<file path="config.mk">
export PLATFORM = sky130hd
export DESIGN_NAME = device_id_table_match_top
export DESIGN_NICKNAME = d
export VERILOG_FILES = /design/src/rtl/dimt_pkg.sv /design/src/rtl/dimt_table.sv /design/src/rtl/dimt_match.sv /design/src/rtl/device_id_table_match_top.sv
export SDC_FILE = /design/constraint.sdc
export NUM_CORES = 2
export LEC_CHECK = 0
export BUFFER_PORTS_ARGS = -buffer_cell sky130_fd_sc_hd__buf_2
export CAP_MARGIN = 40
export CORE_ASPECT_RATIO = 1.5
export CORE_MARGIN = 2
export CORE_UTILIZATION = 37
export DETAILED_ROUTE_END_ITERATION = 6
export SYNTH_ARGS = -nofsm -noshare
export SYNTH_HDL_FRONTEND = slang
export SYNTH_SLANG_ARGS = --single-unit
</file>
<file path="constraint.sdc">
create_clock -name clk -period 6.73 [get_ports clk]
set_input_delay 0.673 -clock clk [delete_from_list [all_inputs] [get_ports clk]]
set_output_delay 0.673 -clock clk [all_outputs]
set_load 0.02 [all_outputs]
</file>
<file path="src/rtl/dimt_pkg.sv">
// shared types and constants for the device-id table match block
// entry and descriptor layouts, field-enable bit positions, operation codes
// no dependencies
package dimt_pkg;

  // operation codes carried in op
  localparam logic OP_WRITE  = 1'b0;
  localparam logic OP_LOOKUP = 1'b1;

  // bit positions inside the match-enable flags
  localparam int FLAG_VENDOR     = 0;
  localparam int FLAG_PRODUCT    = 1;
  localparam int FLAG_REV_LO     = 2;
  localparam int FLAG_REV_HI     = 3;
  localparam int FLAG_DEV_CLASS  = 4;
  localparam int FLAG_DEV_SUB    = 5;
  localparam int FLAG_DEV_PROTO  = 6;
  localparam int FLAG_IF_CLASS   = 7;
  localparam int FLAG_IF_SUB     = 8;
  localparam int FLAG_IF_PROTO   = 9;

  // width of the index reported on the result beat
  localparam int IDX_OUT_W = 5;

  // one stored table entry
  typedef struct packed {
    logic        wild;
    logic [9:0]  flags;
    logic [15:0] vendor;
    logic [15:0] product;
    logic [15:0] rev_lo;
    logic [15:0] rev_hi;
    logic [23:0] dev_class;
    logic [23:0] if_class;
  } entry_t;

  // descriptor of the device being looked up
  typedef struct packed {
    logic [15:0] vendor;
    logic [15:0] product;
    logic [15:0] rev;
    logic [23:0] dev_class;
    logic [23:0] if_class;
  } desc_t;

  // verdict of the compare unit on one entry
  typedef struct packed {
    logic term;
    logic hit;
  } match_res_t;

endpackage

</file>
<file path="src/rtl/dimt_table.sv">
// entry storage for the device-id table: one write port, one registered read
// per-entry valid bits make unwritten entries read as zero right after reset
// depends on dimt_pkg
module dimt_table
  import dimt_pkg::*;
#(
  parameter int DEPTH  = 32,
  parameter int ADDR_W = 5
) (
  input  logic              clk,
  input  logic              rst,
  input  logic              wr_en,
  input  logic [ADDR_W-1:0] wr_addr,
  input  entry_t            wr_data,
  input  logic [ADDR_W-1:0] rd_addr,
  output entry_t            rd_data
);

  entry_t           mem [DEPTH];
  logic [DEPTH-1:0] valid;
  entry_t           rd_q;
  logic             rd_ok;

  // storage array, no reset
  always_ff @(posedge clk) begin
    if (wr_en) begin
      mem[wr_addr] <= wr_data;
    end
    rd_q <= mem[rd_addr];
  end

  // valid bits, cleared together at reset
  always_ff @(posedge clk) begin
    if (rst) begin
      valid <= '0;
      rd_ok <= 1'b0;
    end else begin
      if (wr_en) begin
        valid[wr_addr] <= 1'b1;
      end
      rd_ok <= valid[rd_addr];
    end
  end

  // an entry never written reads as all zero
  assign rd_data = rd_ok ? rd_q : '0;

endmodule

</file>
<file path="src/rtl/dimt_match.sv">
// compare unit shared by every step of the scan: tests one entry
// against the looked-up descriptor and flags terminator entries
// depends on dimt_pkg
module dimt_match
  import dimt_pkg::*;
(
  input  entry_t     entry,
  input  desc_t      desc,
  output match_res_t res
);

  logic ok_vendor;
  logic ok_product;
  logic ok_lo;
  logic ok_hi;
  logic ok_dev;
  logic ok_if;

  // terminator: no vendor, no classes, no wildcard mark
  always_comb begin
    res.term = (entry.vendor == '0) && (entry.dev_class[23:16] == '0) &&
               (entry.if_class[23:16] == '0) && !entry.wild;
  end

  // enabled field tests
  assign ok_vendor  = !entry.flags[FLAG_VENDOR]  || (entry.vendor == desc.vendor);
  assign ok_product = !entry.flags[FLAG_PRODUCT] || (entry.product == desc.product);
  assign ok_lo      = !entry.flags[FLAG_REV_LO]  || (entry.rev_lo <= desc.rev);
  assign ok_hi      = !entry.flags[FLAG_REV_HI]  || (entry.rev_hi >= desc.rev);

  // class, subclass and protocol bytes
  assign ok_dev =
    (!entry.flags[FLAG_DEV_CLASS] || entry.dev_class[23:16] == desc.dev_class[23:16]) &&
    (!entry.flags[FLAG_DEV_SUB]   || entry.dev_class[15:8]  == desc.dev_class[15:8])  &&
    (!entry.flags[FLAG_DEV_PROTO] || entry.dev_class[7:0]   == desc.dev_class[7:0]);
  assign ok_if =
    (!entry.flags[FLAG_IF_CLASS] || entry.if_class[23:16] == desc.if_class[23:16]) &&
    (!entry.flags[FLAG_IF_SUB]   || entry.if_class[15:8]  == desc.if_class[15:8])  &&
    (!entry.flags[FLAG_IF_PROTO] || entry.if_class[7:0]   == desc.if_class[7:0]);

  always_comb begin
    res.hit = !res.term && ok_vendor && ok_product && ok_lo && ok_hi && ok_dev && ok_if;
  end

endmodule

</file>
<file path="src/rtl/device_id_table_match_top.sv">
// device-id table with first-match lookup: sequencer, entry memory, compare unit
// depends on dimt_pkg, dimt_table, dimt_match
//
//   channel | direction | handshake            | payload
//   req     | in        | req_valid, req_stall | op, entry_index, field_enable, vendor_id,
//           |           |                      | product_id, bcd_device, bcd_high,
//           |           |                      | device_class_code, interface_class_code,
//           |           |                      | wildcard_mark
//   rsp     | out       | rsp_valid, rsp_stall | found, match_index
//
// a write beat passes through the done state into the output register
// a lookup reads one entry per cycle through the single memory read port and the
// compare unit, visiting at most TABLE_DEPTH entries
// req_stall is high while an item is in flight and during reset
// reset clears the entry valid bits at once; no clearing pass is needed
// the next item is accepted while a finished result still waits on rsp_stall
module device_id_table_match_top
  import dimt_pkg::*;
#(
  parameter int TABLE_DEPTH = 32
) (
  input  logic        clk,
  input  logic        rst,
  input  logic        req_valid,
  output logic        req_stall,
  input  logic        op,
  input  logic [4:0]  entry_index,
  input  logic [9:0]  field_enable,
  input  logic [15:0] vendor_id,
  input  logic [15:0] product_id,
  input  logic [15:0] bcd_device,
  input  logic [15:0] bcd_high,
  input  logic [23:0] device_class_code,
  input  logic [23:0] interface_class_code,
  input  logic        wildcard_mark,
  output logic        rsp_valid,
  input  logic        rsp_stall,
  output logic        found,
  output logic [4:0]  match_index
);

  localparam int ADDR_W = (TABLE_DEPTH > 1) ? $clog2(TABLE_DEPTH) : 1;
  localparam logic [ADDR_W-1:0] LAST_ADDR = ADDR_W'(TABLE_DEPTH - 1);

  localparam logic [1:0] S_IDLE = 2'd0;
  localparam logic [1:0] S_SCAN = 2'd1;
  localparam logic [1:0] S_DONE = 2'd2;

  logic [1:0]           state;
  desc_t                desc;
  logic [ADDR_W-1:0]    scan_addr;
  logic [ADDR_W-1:0]    chk_idx;
  logic                 chk_valid;
  logic                 res_found;
  logic [IDX_OUT_W-1:0] res_index;

  logic                 req_fire;
  logic                 wr_en;
  entry_t               wr_data;
  entry_t               rd_data;
  match_res_t           mres;

  assign req_stall = rst || (state != S_IDLE);
  assign req_fire  = req_valid && !req_stall;

  // write beats go straight into the table when the slot exists
  assign wr_en = req_fire && (op == OP_WRITE) && (32'(entry_index) < TABLE_DEPTH);

  always_comb begin
    wr_data.wild      = wildcard_mark;
    wr_data.flags     = field_enable;
    wr_data.vendor    = vendor_id;
    wr_data.product   = product_id;
    wr_data.rev_lo    = bcd_device;
    wr_data.rev_hi    = bcd_high;
    wr_data.dev_class = device_class_code;
    wr_data.if_class  = interface_class_code;
  end

  dimt_table #(
    .DEPTH  (TABLE_DEPTH),
    .ADDR_W (ADDR_W)
  ) u_table (
    .clk     (clk),
    .rst     (rst),
    .wr_en   (wr_en),
    .wr_addr (ADDR_W'(entry_index)),
    .wr_data (wr_data),
    .rd_addr (scan_addr),
    .rd_data (rd_data)
  );

  dimt_match u_match (
    .entry (rd_data),
    .desc  (desc),
    .res   (mres)
  );

  // sequencer: reads run one entry ahead of the compare
  always_ff @(posedge clk) begin
    if (rst) begin
      state     <= S_IDLE;
      chk_valid <= 1'b0;
    end else begin
      case (state)
        S_IDLE: begin
          if (req_valid) begin
            if (op == OP_LOOKUP) begin
              desc.vendor    <= vendor_id;
              desc.product   <= product_id;
              desc.rev       <= bcd_device;
              desc.dev_class <= device_class_code;
              desc.if_class  <= interface_class_code;
              scan_addr      <= '0;
              chk_valid      <= 1'b0;
              state          <= S_SCAN;
            end else begin
              res_found <= 1'b0;
              res_index <= '0;
              state     <= S_DONE;
            end
          end
        end
        S_SCAN: begin
          if (scan_addr != LAST_ADDR) begin
            scan_addr <= scan_addr + 1'b1;
          end
          chk_idx   <= scan_addr;
          chk_valid <= 1'b1;
          if (chk_valid) begin
            if (mres.term) begin
              res_found <= 1'b0;
              res_index <= '0;
              state     <= S_DONE;
            end else if (mres.hit) begin
              res_found <= 1'b1;
              res_index <= IDX_OUT_W'(chk_idx);
              state     <= S_DONE;
            end else if (chk_idx == LAST_ADDR) begin
              res_found <= 1'b0;
              res_index <= '0;
              state     <= S_DONE;
            end
          end
        end
        S_DONE: begin
          if (!rsp_valid || !rsp_stall) begin
            state <= S_IDLE;
          end
        end
        default: begin
          state <= S_IDLE;
        end
      endcase
    end
  end

  // result register: loads from the done state, empties on a taken beat
  always_ff @(posedge clk) begin
    if (rst) begin
      rsp_valid <= 1'b0;
    end else if ((state == S_DONE) && (!rsp_valid || !rsp_stall)) begin
      rsp_valid   <= 1'b1;
      found       <= res_found;
      match_index <= res_index;
    end else if (!rsp_stall) begin
      rsp_valid <= 1'b0;
    end
  end

endmodule

</file>
==> out/qor.yml <==
cts_tree: "yes"
cts_buffers: 377
ys_seq_area_frac: 0.784
die_y_um: 808
post-place-ws_ps: 2290
instances_no_fill: 12932
fmax_mhz: 232
cts.sink_count: 4214
grt_pass1_wl_um: 579000
overflow: 0
drive_above_1_share: 0.310
final_antenna_net_count: 0
post-dp-hpwl_um: 217000
drc: 0
dp_cells: 12202
worst_slew_pin_slew_ps: 1050
totalWireLength_um: 410000
multi_input_area_um2: 33200
fin_crit_sh: 0.641
period_minus_slack_ps: 4310
vdd_drop_max_mv: 0.206
hold_path_class: "input pin to flip-flop"
grt_pass1_vias: 75793
synth_largest_area_cell: "edfxtp_1"
ys_top_cells_by_count: "edfxtp_1, mux4_2, clkbuf_1, dfxtp_1, nand2_1"
timing.final.max_slew_violations: 0
crit_path_max_fanout: 69
initial_core_util: 0.371
cp.required_ps: 7490
crit_path_start: "u_table.rd_ok$_SDFF_PP0_"
p_per_area_nw_per_um2: 295
status: "completed"
pin_count: 141
gp_congestion: 0.770
synthDistinctLibCells: 53
leakagePower_nw: 55.4
vias: 72692
grt.total_usage: 0.186
avgSynthCellArea_um2: 24.2
crit_path_start_kind: "flip-flop"
synthFlopType: "edfxtp_1"
max_cap_violations: 0
vias_per_cell: 5.62
fillCellCount: 36504
grt_setup_unrepaired: "no"
slew-limit-headroom: 0.299
fin_nets: 7107
synth_area_um2: 159000
clk_latency_ps: 960
ys_top_cells_by_area: "edfxtp_1, mux4_2, dfxtp_1"
cts_root_buf: "clkbuf_16"
r2r_setup_slack_ps: 2420
syn2layout_area_growth_pct: 13.7
initialDrtViolationCount: 7688
grt_max_degree: 146
hold_path.startpoint: "vendor_id[14]"
die_w_um: 540
clkSlewWorstSetupHoldPaths_ps: 60
htree_levels: 5
cp.arrival_ps: 5070
timing.final.ws_setup_ps: 2420
fin_skew_ps: 81.6
coreArea_um2: 430000
synth_cells: 6571
regArea_um2: 125000
placement.io_buffers: 140
drtPass1Iterations: 5
criticalPathCategory: "flip-flop to flip-flop"
antenna_found_initial: 69
ys_seq_elements: 4214
utilization: 0.422
end_kind: "flip-flop"
row_count: 295
synth_nets: 6738
yosysTopAreaCellShare: 0.764
cts_setup_buffers: 0
synth-edff-count: 4054
setup_viol: 0
timing.rr.start: "u_table.rd_ok$_SDFF_PP0_"
hold_viol: 0
yosysMostFrequentCell: "edfxtp_1"
fp.dieArea_um2: 436000
yosysWarnings: 0
async_reset_ff_frac: 0
cts_max_path_buffers: 4
routedWlPerCell_um: 31.7
-- layout make-up --
cell class / instances / share of cell area
clock inverters: 200 / 0.0124
flip-flops and latches: 4214 / 0.690
multi-input cells: 2017 / 0.183
diodes: 36 / 0.000497
inverters: 20 / 0.000456
well taps: 5643 / 0.0390
repair buffers: 310 / 0.0174
clock buffers: 492 / 0.0570
-- critical path, stage by stage (launching register included) --
cell	delay, ps
dfxtp_4	640
buf_4	650
nand4b_1	160
o22ai_1	180
o22ai_1	120
nor4_1	620
buf_2	280
buf_4	130
a2bb2oi_1	600
a21oi_1	320
nor3b_1	310
-- sequential cells by signal, indices dropped and copies added, names as in the netlist, 5 cells and up --
| register | count |
|---|---|
| chk_idx | 5 |
| desc | 96 |
| match_index | 5 |
| res_index | 5 |
| scan_addr | 5 |
| u_table.mem | 3936 |
| u_table.rd_q | 123 |
| u_table.valid | 32 |
-- routing by layer --
| layer | global-route usage | wire, um | vias up |
|---|---|---|---|
| li1 | - | - | 29014 |
| met1 | 0.239 | 160000 | 40545 |
| met4 | 0.0473 | 10200 | 46 |
| met5 | 0 | 253 | - |
| met2 | 0.327 | 215000 | 2535 |
| met3 | 0.0280 | 24500 | 552 |
-- power by group --
group	switching, W	internal (W)	total [W]
combinational	0.00134	0.000941	0.00228
clock	0.00958	0.0126	0.0221
sequential	0.000178	0.0289	0.0291
-- cells by family (layout without fill, tap and decap cells) --
group,after synthesis,after routing,share of synthesized area
flops,4214,4214,0.784
compound gates,172,172,0.00704
buf+inv,340,1022,0.00905
mux,1326,1326,0.181
xor+xnor,42,42,0.00231
fa+ha+maj,34,34,0.00267
other cells,0,36,0
simple gates,443,443,0.0138
-- what timing repair did --
| item | 4_1_cts | 5_1_grt |
|---|---|---|
| hold endpoints to repair | 1 | 0 |
| hold buffers | 1 | 0 |
| resized for setup | 0 | 0 |
-- path summary, 6_finish.rpt --
kind / end / depth (start not counted)
max: res_index[4]$_SDFFCE_PP0P_ / 10
min: u_table.mem[11][110]$_DFFE_PP_ / 1
max reg2reg: res_index[4]$_SDFFCE_PP0P_ / 10
min reg2reg: u_table.valid[22]$_SDFFE_PP0P_ / 2
-- layout by cell type, fill, tap and decap left out, drive strengths merged, types with 3 or more instances in the layout --
| master | Yosys | layout |
|---|---|---|
| nand2b | 9 | 9 |
| and4 | 3 | 3 |
| nor2 | 122 | 122 |
| or3 | 4 | 4 |
| xnor2 | 18 | 18 |
| clkinv | 0 | 128 |
| nand4b | 25 | 25 |
| o21ai | 40 | 40 |
| and2 | 33 | 33 |
| buf | 145 | 308 |
| nand3 | 31 | 31 |
| inv | 20 | 34 |
| o41ai | 5 | 5 |
| clkbuf | 175 | 492 |
| dfxtp | 160 | 160 |
| xor2 | 24 | 24 |
| a2bb2oi | 7 | 7 |
| mux4 | 1235 | 1235 |
| a21oi | 36 | 36 |
| nor4 | 9 | 9 |
| o21ba | 9 | 9 |
| o21a | 8 | 8 |
| a31oi | 5 | 5 |
| nor3b | 6 | 6 |
| o22ai | 29 | 29 |
| nor3 | 14 | 14 |
| bufinv | 0 | 44 |
| edfxtp | 4054 | 4054 |
| nor4bb | 16 | 16 |
| mux2i | 6 | 6 |
| a22oi | 18 | 18 |
| nand4 | 21 | 21 |
| ha | 34 | 34 |
| diode | 0 | 36 |
| o221ai | 3 | 3 |
| nand2 | 143 | 143 |
| mux2 | 85 | 85 |
| clkinvlp | 0 | 14 |
| nor2b | 4 | 4 |
-- metrics by stage --
step                      setup TNS, ps  total power, W  hold slack, ps  cell area (um2)
final                                 0          0.0535             208           181000
after global routing                  0          0.0549             216           181000
after CTS                             0          0.0539             140           181000
after detailed placement              0          0.0320             461           168000
after global placement                0          0.0319             453           168000
after floorplan                -2904290          0.0309             400           159000
Note: power is estimated with default switching activity, not from simulation.
